$ cat src/rtl/mmd_pkg.sv
package mmd_pkg;

  localparam int unsigned MAX_SLOTS     = 16;
  localparam int unsigned ROM_SLOTS_DEF = 16;
  localparam int unsigned CFG_DW        = 16;
  localparam int unsigned CFG_IW        = 2;

  typedef enum logic [CFG_IW-1:0] {
    CFG_RAM_128K    = 2'd0,
    CFG_DISC_FITTED = 2'd1,
    CFG_FITTED_ROMS = 2'd2
  } cfg_idx_e;

  typedef enum logic [2:0] {
    CMD_MEM_RD  = 3'd0,
    CMD_MEM_WR  = 3'd1,
    CMD_IO_WR   = 3'd2,
    CMD_IO_RD   = 3'd3,
    CMD_ROM_EN  = 3'd4,
    CMD_VID     = 3'd5
  } cmd_e;

  typedef enum logic [2:0] {
    TGT_RAM    = 3'd0,
    TGT_LOWER  = 3'd1,
    TGT_UPPER  = 3'd2,
    TGT_ABSENT = 3'd3,
    TGT_NONE   = 3'd4
  } tgt_e;

  localparam int unsigned SEL_PAL   = 0;
  localparam int unsigned SEL_GA    = 1;
  localparam int unsigned SEL_CRTC  = 2;
  localparam int unsigned SEL_ROM   = 3;
  localparam int unsigned SEL_PPI   = 4;
  localparam int unsigned SEL_MOTOR = 5;
  localparam int unsigned SEL_FDC   = 6;

  typedef struct packed {
    logic [2:0]  command;
    logic [15:0] address;
    logic [7:0]  data;
    logic        lower_rom_enable;
    logic        upper_rom_enable;
    logic [13:0] char_address;
    logic [4:0]  raster_line;
  } req_t;

  typedef struct packed {
    logic [2:0]  target;
    logic [16:0] memory_address;
    logic [3:0]  rom_slot;
    logic [6:0]  device_selects;
    logic        crtc_register_select;
    logic        crtc_read_write;
    logic [1:0]  ppi_port;
    logic        fdc_register;
    logic        floppy_motor;
  } res_t;

  typedef struct packed {
    logic       bank_we;
    logic [2:0] bank;
    logic       rom_we;
    logic [7:0] rom;
    logic       en_we;
    logic       lower_on;
    logic       upper_on;
  } upd_t;

  function automatic logic [2:0] bank_lookup(logic [2:0] mode, logic [1:0] quad);
    logic [2:0] bank;
    bank = {1'b0, quad};
    unique case (mode)
      3'd0: bank = {1'b0, quad};
      3'd1: bank = (quad == 2'd3) ? 3'd7 : {1'b0, quad};
      3'd2: bank = {1'b1, quad};
      3'd3: begin
        unique case (quad)
          2'd0: bank = 3'd0;
          2'd1: bank = 3'd3;
          2'd2: bank = 3'd2;
          default: bank = 3'd7;
        endcase
      end
      default: bank = (quad == 2'd1) ? mode : {1'b0, quad};
    endcase
    return bank;
  endfunction

endpackage

$ cat src/rtl/mmd_req_if.sv
interface mmd_req_if;
  logic        valid;
  logic        ready;
  logic [2:0]  command;
  logic [15:0] address;
  logic [7:0]  data;
  logic        lower_rom_enable;
  logic        upper_rom_enable;
  logic [13:0] char_address;
  logic [4:0]  raster_line;

  modport source (
    output valid, command, address, data, lower_rom_enable, upper_rom_enable,
           char_address, raster_line,
    input  ready
  );
  modport sink (
    input  valid, command, address, data, lower_rom_enable, upper_rom_enable,
           char_address, raster_line,
    output ready
  );
endinterface

$ cat src/rtl/mmd_rsp_if.sv
interface mmd_rsp_if;
  logic        valid;
  logic        ready;
  logic [2:0]  target;
  logic [16:0] memory_address;
  logic [3:0]  rom_slot;
  logic [6:0]  device_selects;
  logic        crtc_register_select;
  logic        crtc_read_write;
  logic [1:0]  ppi_port;
  logic        fdc_register;
  logic        floppy_motor;

  modport source (
    output valid, target, memory_address, rom_slot, device_selects,
           crtc_register_select, crtc_read_write, ppi_port, fdc_register,
           floppy_motor,
    input  ready
  );
  modport sink (
    input  valid, target, memory_address, rom_slot, device_selects,
           crtc_register_select, crtc_read_write, ppi_port, fdc_register,
           floppy_motor,
    output ready
  );
endinterface

$ cat src/rtl/memory_map_and_io_decoder.sv
// Bus decoder with bank switching and ROM overlays.
// req_i: one beat per CPU or video access (command, address, data, ROM
//   enables, CRTC MA/RA). rsp_o: one beat per request with the decoded
//   target, physical address or ROM offset, ROM slot and I/O chip selects.
// Config: cfg_we_i/cfg_idx_i/cfg_data_i write ram_128k, disc_fitted and the
//   fitted ROM mask; write only while no request is in flight.
// Path: a request beat goes into the input register, then is decoded into
//   the response register. Throughput: one beat per cycle while rsp_o.ready
//   is high; decode is a single pass of logic.
// Bank mode, ROM number and ROM enables change when the request that writes
//   them is decoded, so the very next request already sees them.
// Reset: bank mode 0, ROM number 0, both ROM enables on, config cleared,
//   both pipeline stages empty.
// Stall: while rsp_o.ready is low a pending response holds; the input stage
//   still takes one beat, then req_i.ready drops until the response moves.
module memory_map_and_io_decoder #(
  parameter int unsigned ROM_SLOTS = mmd_pkg::ROM_SLOTS_DEF
) (
  input  logic                        clk_i,
  input  logic                        rst_ni,
  input  logic                        cfg_we_i,
  input  logic [mmd_pkg::CFG_IW-1:0]  cfg_idx_i,
  input  logic [mmd_pkg::CFG_DW-1:0]  cfg_data_i,
  mmd_req_if.sink                     req_i,
  mmd_rsp_if.source                   rsp_o
);
  import mmd_pkg::*;

  logic                 in_vld_q;
  req_t                 req_q;
  logic                 out_vld_q;
  res_t                 res_q;
  res_t                 res_d;
  upd_t                 upd;
  logic                 acc;
  logic                 adv;

  logic                 ram_128k_q;
  logic                 disc_fitted_q;
  logic [ROM_SLOTS-1:0] fitted_q;
  logic [2:0]           bank_mode_q;
  logic [7:0]           rom_choice_q;
  logic                 lower_on_q;
  logic                 upper_on_q;

  assign adv         = in_vld_q && (!out_vld_q || rsp_o.ready);
  assign req_i.ready = !in_vld_q || adv;
  assign acc         = req_i.valid && req_i.ready;

  always_ff @(posedge clk_i or negedge rst_ni) begin
    if (!rst_ni) begin
      in_vld_q  <= 1'b0;
      out_vld_q <= 1'b0;
    end else begin
      if (acc) begin
        in_vld_q <= 1'b1;
      end else if (adv) begin
        in_vld_q <= 1'b0;
      end
      if (adv) begin
        out_vld_q <= 1'b1;
      end else if (rsp_o.ready) begin
        out_vld_q <= 1'b0;
      end
    end
  end

  always_ff @(posedge clk_i) begin
    if (acc) begin
      req_q <= '{command: req_i.command, address: req_i.address, data: req_i.data,
                 lower_rom_enable: req_i.lower_rom_enable,
                 upper_rom_enable: req_i.upper_rom_enable,
                 char_address: req_i.char_address, raster_line: req_i.raster_line};
    end
    if (adv) begin
      res_q <= res_d;
    end
  end

  always_ff @(posedge clk_i or negedge rst_ni) begin
    if (!rst_ni) begin
      ram_128k_q    <= 1'b0;
      disc_fitted_q <= 1'b0;
      fitted_q      <= '0;
      bank_mode_q   <= '0;
      rom_choice_q  <= '0;
      lower_on_q    <= 1'b1;
      upper_on_q    <= 1'b1;
    end else begin
      if (cfg_we_i) begin
        unique case (cfg_idx_i)
          CFG_RAM_128K:    ram_128k_q    <= cfg_data_i[0];
          CFG_DISC_FITTED: disc_fitted_q <= cfg_data_i[0];
          CFG_FITTED_ROMS: fitted_q      <= cfg_data_i[ROM_SLOTS-1:0];
          default: ;
        endcase
      end
      if (adv && upd.bank_we) begin
        bank_mode_q <= upd.bank;
      end
      if (adv && upd.rom_we) begin
        rom_choice_q <= upd.rom;
      end
      if (adv && upd.en_we) begin
        lower_on_q <= upd.lower_on;
        upper_on_q <= upd.upper_on;
      end
    end
  end

  mmd_decode #(
    .ROM_SLOTS(ROM_SLOTS)
  ) u_decode (
    .req_i         (req_q),
    .ram_128k_i    (ram_128k_q),
    .disc_fitted_i (disc_fitted_q),
    .fitted_roms_i (fitted_q),
    .bank_mode_i   (bank_mode_q),
    .rom_choice_i  (rom_choice_q),
    .lower_on_i    (lower_on_q),
    .upper_on_i    (upper_on_q),
    .res_o         (res_d),
    .upd_o         (upd)
  );

  assign rsp_o.valid                = out_vld_q;
  assign rsp_o.target               = res_q.target;
  assign rsp_o.memory_address       = res_q.memory_address;
  assign rsp_o.rom_slot             = res_q.rom_slot;
  assign rsp_o.device_selects       = res_q.device_selects;
  assign rsp_o.crtc_register_select = res_q.crtc_register_select;
  assign rsp_o.crtc_read_write      = res_q.crtc_read_write;
  assign rsp_o.ppi_port             = res_q.ppi_port;
  assign rsp_o.fdc_register         = res_q.fdc_register;
  assign rsp_o.floppy_motor         = res_q.floppy_motor;

  a_sel_only_io: assert property (@(posedge clk_i) disable iff (!rst_ni)
    out_vld_q && res_q.device_selects != '0 |-> res_q.target == TGT_NONE)
    else $error("chip select on a non-io beat");

  a_rom_en_upd: assert property (@(posedge clk_i) disable iff (!rst_ni)
    adv && req_q.command == CMD_ROM_EN |=>
      lower_on_q == $past(req_q.lower_rom_enable)
      && upper_on_q == $past(req_q.upper_rom_enable))
    else $error("rom enables not updated");

  a_bank_needs_128k: assert property (@(posedge clk_i) disable iff (!rst_ni)
    adv && !ram_128k_q |=> bank_mode_q == $past(bank_mode_q))
    else $error("bank mode changed without 128K");

  a_stage_moves: assert property (@(posedge clk_i) disable iff (!rst_ni)
    out_vld_q && !rsp_o.ready |=> out_vld_q && $stable(res_q))
    else $error("stalled response lost");

endmodule

$ cat src/rtl/mmd_decode.sv
module mmd_decode #(
  parameter int unsigned ROM_SLOTS = mmd_pkg::ROM_SLOTS_DEF
) (
  input  mmd_pkg::req_t         req_i,
  input  logic                  ram_128k_i,
  input  logic                  disc_fitted_i,
  input  logic [ROM_SLOTS-1:0]  fitted_roms_i,
  input  logic [2:0]            bank_mode_i,
  input  logic [7:0]            rom_choice_i,
  input  logic                  lower_on_i,
  input  logic                  upper_on_i,
  output mmd_pkg::res_t         res_o,
  output mmd_pkg::upd_t         upd_o
);
  import mmd_pkg::*;

  localparam int unsigned SlotW = $clog2(MAX_SLOTS);

  logic [MAX_SLOTS-1:0] fit_all;
  logic                 choice_fit;
  logic [16:0]          ram_addr;
  logic [16:0]          rom_off;
  logic [15:0]          a;
  cmd_e                 cmd;

  assign a        = req_i.address;
  assign cmd      = cmd_e'(req_i.command);
  assign fit_all  = MAX_SLOTS'(fitted_roms_i);
  assign choice_fit = (rom_choice_i[7:SlotW] == '0)
                   && ({1'b0, rom_choice_i[SlotW-1:0]} < (SlotW+1)'(ROM_SLOTS))
                   && fit_all[rom_choice_i[SlotW-1:0]];
  assign ram_addr = {bank_lookup(bank_mode_i, a[15:14]), a[13:0]};
  assign rom_off  = {3'b000, a[13:0]};

  always_comb begin
    res_o        = '0;
    res_o.target = TGT_NONE;
    upd_o        = '0;
    unique case (cmd)
      CMD_MEM_RD: begin
        if (a[15:14] == 2'd0 && lower_on_i) begin
          res_o.target         = TGT_LOWER;
          res_o.memory_address = rom_off;
        end else if (a[15:14] == 2'd3 && upper_on_i) begin
          if (choice_fit) begin
            res_o.target         = TGT_UPPER;
            res_o.rom_slot       = rom_choice_i[3:0];
            res_o.memory_address = rom_off;
          end else if (fitted_roms_i[0]) begin
            res_o.target         = TGT_UPPER;
            res_o.memory_address = rom_off;
          end else begin
            res_o.target = TGT_ABSENT;
          end
        end else begin
          res_o.target         = TGT_RAM;
          res_o.memory_address = ram_addr;
        end
      end
      CMD_MEM_WR: begin
        res_o.target         = TGT_RAM;
        res_o.memory_address = ram_addr;
      end
      CMD_IO_WR: begin
        if (!a[15] && req_i.data[7:6] == 2'b11 && ram_128k_i) begin
          res_o.device_selects[SEL_PAL] = 1'b1;
          upd_o.bank_we = 1'b1;
          upd_o.bank    = req_i.data[2:0];
        end
        if (a[15:14] == 2'b01) begin
          res_o.device_selects[SEL_GA] = 1'b1;
        end
        if (!a[14]) begin
          res_o.device_selects[SEL_CRTC] = 1'b1;
          res_o.crtc_register_select     = a[8];
          res_o.crtc_read_write          = a[9];
        end
        if (!a[13]) begin
          res_o.device_selects[SEL_ROM] = 1'b1;
          upd_o.rom_we = 1'b1;
          upd_o.rom    = req_i.data;
        end
        if (!a[11]) begin
          res_o.device_selects[SEL_PPI] = 1'b1;
          res_o.ppi_port                = a[9:8];
        end
        if (disc_fitted_i && !a[10] && !a[7]) begin
          if (a[8]) begin
            res_o.device_selects[SEL_FDC] = 1'b1;
            res_o.fdc_register            = a[0];
          end else begin
            res_o.device_selects[SEL_MOTOR] = 1'b1;
            res_o.floppy_motor              = req_i.data[0];
          end
        end
      end
      CMD_IO_RD: begin
        if (!a[14]) begin
          res_o.device_selects[SEL_CRTC] = 1'b1;
          res_o.crtc_register_select     = a[8];
          res_o.crtc_read_write          = a[9];
        end
        if (!a[11]) begin
          res_o.device_selects[SEL_PPI] = 1'b1;
          res_o.ppi_port                = a[9:8];
        end
        if (disc_fitted_i && !a[10] && a[8] && !a[7]) begin
          res_o.device_selects[SEL_FDC] = 1'b1;
          res_o.fdc_register            = a[0];
        end
      end
      CMD_ROM_EN: begin
        upd_o.en_we    = 1'b1;
        upd_o.lower_on = req_i.lower_rom_enable;
        upd_o.upper_on = req_i.upper_rom_enable;
      end
      CMD_VID: begin
        res_o.target         = TGT_RAM;
        res_o.memory_address = {1'b0, req_i.char_address[13:12], req_i.raster_line[2:0],
                                req_i.char_address[9:0], 1'b0};
      end
      default: ;
    endcase
  end

endmodule

$ cat src/flat_wrapper.sv
// flat-port wrapper written by rule: the top's interface ports become plain ports
module memory_map_and_io_decoder_flat import mmd_pkg::*;
#(
  parameter int unsigned ROM_SLOTS = mmd_pkg::ROM_SLOTS_DEF
)
  (clk_i, rst_ni, cfg_we_i, cfg_idx_i, cfg_data_i, req_i_valid, req_i_command, req_i_address, req_i_data, req_i_lower_rom_enable, req_i_upper_rom_enable, req_i_char_address, req_i_raster_line, req_i_ready, rsp_o_valid, rsp_o_target, rsp_o_memory_address, rsp_o_rom_slot, rsp_o_device_selects, rsp_o_crtc_register_select, rsp_o_crtc_read_write, rsp_o_ppi_port, rsp_o_fdc_register, rsp_o_floppy_motor, rsp_o_ready);
  mmd_req_if req_i_i ();
  mmd_rsp_if rsp_o_i ();
  input  logic clk_i;
  input  logic rst_ni;
  input  logic cfg_we_i;
  input  logic [mmd_pkg::CFG_IW-1:0] cfg_idx_i;
  input  logic [mmd_pkg::CFG_DW-1:0] cfg_data_i;
  input wire logic [$bits(req_i_i.valid)-1:0] req_i_valid;
  input wire logic [$bits(req_i_i.command)-1:0] req_i_command;
  input wire logic [$bits(req_i_i.address)-1:0] req_i_address;
  input wire logic [$bits(req_i_i.data)-1:0] req_i_data;
  input wire logic [$bits(req_i_i.lower_rom_enable)-1:0] req_i_lower_rom_enable;
  input wire logic [$bits(req_i_i.upper_rom_enable)-1:0] req_i_upper_rom_enable;
  input wire logic [$bits(req_i_i.char_address)-1:0] req_i_char_address;
  input wire logic [$bits(req_i_i.raster_line)-1:0] req_i_raster_line;
  output wire logic [$bits(req_i_i.ready)-1:0] req_i_ready;
  output wire logic [$bits(rsp_o_i.valid)-1:0] rsp_o_valid;
  output wire logic [$bits(rsp_o_i.target)-1:0] rsp_o_target;
  output wire logic [$bits(rsp_o_i.memory_address)-1:0] rsp_o_memory_address;
  output wire logic [$bits(rsp_o_i.rom_slot)-1:0] rsp_o_rom_slot;
  output wire logic [$bits(rsp_o_i.device_selects)-1:0] rsp_o_device_selects;
  output wire logic [$bits(rsp_o_i.crtc_register_select)-1:0] rsp_o_crtc_register_select;
  output wire logic [$bits(rsp_o_i.crtc_read_write)-1:0] rsp_o_crtc_read_write;
  output wire logic [$bits(rsp_o_i.ppi_port)-1:0] rsp_o_ppi_port;
  output wire logic [$bits(rsp_o_i.fdc_register)-1:0] rsp_o_fdc_register;
  output wire logic [$bits(rsp_o_i.floppy_motor)-1:0] rsp_o_floppy_motor;
  input wire logic [$bits(rsp_o_i.ready)-1:0] rsp_o_ready;
  assign req_i_i.valid = req_i_valid;
  assign req_i_i.command = req_i_command;
  assign req_i_i.address = req_i_address;
  assign req_i_i.data = req_i_data;
  assign req_i_i.lower_rom_enable = req_i_lower_rom_enable;
  assign req_i_i.upper_rom_enable = req_i_upper_rom_enable;
  assign req_i_i.char_address = req_i_char_address;
  assign req_i_i.raster_line = req_i_raster_line;
  assign req_i_ready = req_i_i.ready;
  assign rsp_o_valid = rsp_o_i.valid;
  assign rsp_o_target = rsp_o_i.target;
  assign rsp_o_memory_address = rsp_o_i.memory_address;
  assign rsp_o_rom_slot = rsp_o_i.rom_slot;
  assign rsp_o_device_selects = rsp_o_i.device_selects;
  assign rsp_o_crtc_register_select = rsp_o_i.crtc_register_select;
  assign rsp_o_crtc_read_write = rsp_o_i.crtc_read_write;
  assign rsp_o_ppi_port = rsp_o_i.ppi_port;
  assign rsp_o_fdc_register = rsp_o_i.fdc_register;
  assign rsp_o_floppy_motor = rsp_o_i.floppy_motor;
  assign rsp_o_i.ready = rsp_o_ready;
  memory_map_and_io_decoder #(.ROM_SLOTS(ROM_SLOTS)) u_core (.clk_i(clk_i), .rst_ni(rst_ni), .cfg_we_i(cfg_we_i), .cfg_idx_i(cfg_idx_i), .cfg_data_i(cfg_data_i), .req_i(req_i_i), .rsp_o(rsp_o_i));
endmodule
$ cat config.mk
export PLATFORM = sky130hd
export DESIGN_NAME = memory_map_and_io_decoder_flat
export DESIGN_NICKNAME = d
export VERILOG_FILES = /design/src/rtl/mmd_pkg.sv /design/src/rtl/mmd_req_if.sv /design/src/rtl/mmd_rsp_if.sv /design/src/rtl/memory_map_and_io_decoder.sv /design/src/rtl/mmd_decode.sv /design/src/flat_wrapper.sv
export SDC_FILE = /design/constraint.sdc
export NUM_CORES = 1
export LEC_CHECK = 0
export BUFFER_PORTS_ARGS = -buffer_cell sky130_fd_sc_hd__buf_2
export CAP_MARGIN = 20
export CORE_UTILIZATION = 46
export CTS_BUF_LIST = sky130_fd_sc_hd__clkbuf_8
export CTS_CLUSTER_SIZE = 14
export DETAILED_ROUTE_END_ITERATION = 10
export PLACE_DENSITY_LB_ADDON = 0.1
export REMOVE_ABC_BUFFERS = 1
export SYNTH_ARGS = -nofsm -noshare
export SYNTH_HDL_FRONTEND = slang
export SYNTH_SLANG_ARGS = --single-unit
$ cat constraint.sdc
create_clock -name clk_i -period 2.9 [get_ports clk_i]
set_input_delay 0.87 -clock clk_i [delete_from_list [all_inputs] [get_ports clk_i]]
set_output_delay 0.87 -clock clk_i [all_outputs]
set_load 0.01 [all_outputs]
==> summary by stage <==
Clocking
After clock tree synthesis, the clock-pin slew on the worst setup and hold paths is 0.08 ns. The number of instances resized during post-cts repair is 0. TritonCTS built the clock tree. The buffers inserted during post-CTS setup optimization is 0.

In this run the clock root is driven by a sky130_fd_sc_hd__clkbuf_8. For the worst-skew pair, the clock arrives at the later sink with an insertion delay of 0.42 ns. The number of hold buffers added after CTS was 0. The maximum buffer depth of the clock tree is 2.

Clock tree synthesis found a total of 114 sinks. CTS built an H-tree with a depth of 4. The number of buffers added by the clock tree synthesis step is 17.

Detailed routing
The per-cell via count in the routed design is 4.96. The number of DRC markers after the initial detailed-route iteration is 82. In the routed design, unresolved DRC markers number 0. The detail route stage leaves a number of antenna-violating nets equal to 0. The total routed wirelength is 8.47 mm. The number of vias in the routed layout is 2621. The pre-antenna-repair detailed-routing pass consisted of 4 iterations. Dividing the detail-routed wire length by the instance count gives 16.0 um.

Die
The floorplan step set the die width to 99.7 um. In this run the standard cell core region covers 9240 um^2. The vertical die dimension is 99.7 um. The standard-cell row count is 35. The overall die area is 9940 um^2. The effective utilization at floorplan is 47.5%.

The number of top-level pins is 110.

Placed design
In this run the tool buffered the top-level ports with 105 buffer cells. The congestion estimate from routability-driven global placement came to 0.767. Detailed placement finished with a half-perimeter wire length of 5.60 mm. The number of placed cells counting well taps is 495. The area of placed instances is 5110 um^2.

Finish
In the layout the commonest cells are sky130_fd_sc_hd__buf_2, sky130_fd_sc_hd__edfxtp_1, sky130_fd_sc_hd__dfrtp_1, sky130_fd_sc_hd__mux2_2, sky130_fd_sc_hd__clkbuf_8. The growth of design area from synthesis to finish is 25.0%. The number of cells in the finished layout apart from fillers is 528. The share of cells above drive strength 1 is 46.1%. The leading cell type in the layout, fill and taps excluded is sky130_fd_sc_hd__buf_2. The number of nets in the layout is 457. The utilization after layout is 59.4%. The post-route standard cell area excluding fillers is 5490 um^2. The antenna diode count is 0.

Pwr
VDD sags by at most 0.362 mV. Per report_power, the clock group accounts for 34.5% of the total. The switching power summed over all nets is 1.06 mW. For this design the ratio of total power to cell area is 702 nW/um^2. The static power due to leakage is 2.24 nW. Of the total power, registers draw 53.2%.

Internal power comes to 2.80 mW. Of the total power, combinational logic draws 12.3%. The switching part of the total power is 27.4%.

Worst setup path
At the worst endpoint, the required time is 3.08 ns. The peak fanout along the critical path is 18. The worst endpoint data arrival time is 2.51 ns.

By startpoint and endpoint, the worst setup path is classified as reg2reg. The worst setup path is captured at a flop. The kind of start point of the critical path is a flop.

GRT
The via count of the first global-routing pass was 2591. In the global route stage, met2 resource usage came out at 29.5%. The remaining global-route overflow is 0. Entering global routing, the biggest net connects 45 pins. The first global-routing pass estimated 13.1 mm of wire. The fraction of met1 tracks used by global routing is 22.8%. Global routing used 6.75% of the available met3 tracks.

Global routing used 18.5% of the available tracks across all layers. In this run the most used layer during global routing was met2. The initial antenna violation count was 0.

STA
The final critical-path share of the clock period is 80.4%. The final setup violation count is 0. The post-route setup TNS is 0 ns. The number of pins with negative max-slew slack in the final report is 0.

The upper clock frequency limit is 429 MHz. The worst-case clock skew is 0.0117 ns. After layout, the minimum clock period comes to 2.33 ns. The slew of the pin with the lowest slew margin is 0.740 ns.

The worst slew margin relative to its limit is 50.7%. The worst-case hold slack is 0.461 ns. Setup repair after global routing left no endpoint under its margin. The number of failing hold endpoints at the final stage is 0.

Synthesis
The cell count after synthesis is 260. The number of enable flip-flop cells after synthesis is 81. The sequential-to-total area share from yosys stat is 74.2%. The Yosys warning count is 0. The most used flip-flop cell after synthesis is sky130_fd_sc_hd__edfxtp_1. A synthesized cell averages 16.9 um^2. After synthesis the netlist holds a flip-flop and latch count of 114. The synthesized cell area is 4390 um^2. The share of synthesized registers carrying an async set or reset is 28.9%. The number of different library cells in the post-synthesis netlist is 37.

Hold path
The path type of the worst min-delay path is reg2reg.

Run
Across the run, the number of max-cap violations was 0.

Status
The run finished with clean final reports.
cell usage after synthesis (all sizes together), types with 3 or more instances:
master  count  area, um^2
buf         3        31.3
o21ai       3        15.0
nand2b      5        31.3
a22oi      16         120
nand2      11        41.3
clkbuf      4        15.0
nor3b       4        30.0
mux2       31         349
nor2       12        45.0
inv         5        18.8
dfrtp      31         776
nand3b      3        22.5
and2        7        43.8
a21oi      14         108
edfxtp     81        2430
mux2i       4        40.0
nand3       3        15.0
area by class of cell:
type | count | area [um^2]
multi-input cells | 134 | 1070
inverters | 5 | 18.8
fillers | 756 | 3750
clock buffers | 17 | 234
clock inverters | 15 | 128
flip-flops and latches | 114 | 3260
repair buffers | 114 | 618
well taps | 129 | 161
state kept, by name (all words and copies together) (netlist names), 2 cells and up:
| register | flops |
|---|---|
| u_core.fitted_q | 16 |
| u_core.rsp_o.target | 3 |
| u_core.rsp_o.device_selects | 7 |
| u_core.rsp_o.memory_address | 17 |
| u_core.req_q | 44 |
| u_core.rom_choice_q | 8 |
| u_core.bank_mode_q | 3 |
| u_core.rsp_o.rom_slot | 4 |
| u_core.rsp_o.ppi_port | 2 |
final timing paths:
check,from,to,slack [ns],cells after the start
max in group asynchronous,rst_ni,u_core.rom_choice_q[1],1.91,1
min in group asynchronous,rst_ni,u_core.fitted_q[6],0.51,1
worst min-delay path,u_core.req_q[25],u_core.rom_choice_q[4],0.46,1
worst min register to register,u_core.req_q[25],u_core.rom_choice_q[4],0.46,1
worst max-delay path,u_core.rom_choice_q[0],u_core.rsp_o.rom_slot[2],0.57,5
worst max register to register,u_core.rom_choice_q[0],u_core.rsp_o.rom_slot[2],0.57,5
power groups by stage:
stage	Clock [mW]	Combinational, mW	Sequential [mW]
6_report	1.33	0.474	2.05
5_1_grt	1.43	0.520	2.07
4_1_cts	1.37	0.478	2.06
3_5_place_dp	0	0.476	2.09
3_3_place_gp	0	0.461	2.08
2_1_floorplan	0	0.265	2.08
metrics by stage:
stage | power, mW | worst slack, ns
finish | 3.85 | 0.567
global route | 4.02 | 0.502
CTS | 3.90 | 0.523
detailed placement | 2.56 | 0.518
global placement | 2.54 | 0.544
floorplan | 2.34 | 0.153
metal layers:
layer / wire [um] / vias to the layer above / share of wire, %
li1: - / 1249 / -
met1: 3700 / 1276 / 44
met4: 87 / 0 / 1.0
met5: 0 / - / 0
met2: 4190 / 88 / 49
met3: 491 / 8 / 5.8
cells by family (layout without fill, tap and decap cells):
| group | count (synthesis) | after routing | share of synthesized area (%) |
|---|---|---|---|
| mux | 37 | 37 | 9.89 |
| simple gates | 57 | 57 | 7.07 |
| compound gates | 40 | 40 | 7.32 |
| flops | 114 | 114 | 74.2 |
| buf+inv | 12 | 151 | 1.48 |
worst max-delay path, stage by stage (launching register included):
cell and delay, ns:
sky130_fd_sc_hd__dfrtp_1 0.62, sky130_fd_sc_hd__mux4_2 0.57, sky130_fd_sc_hd__o2111a_2 0.29, sky130_fd_sc_hd__a41oi_4 0.20
sky130_fd_sc_hd__buf_12 0.20, sky130_fd_sc_hd__and3b_1 0.19
(Power assumes the default switching activity.)
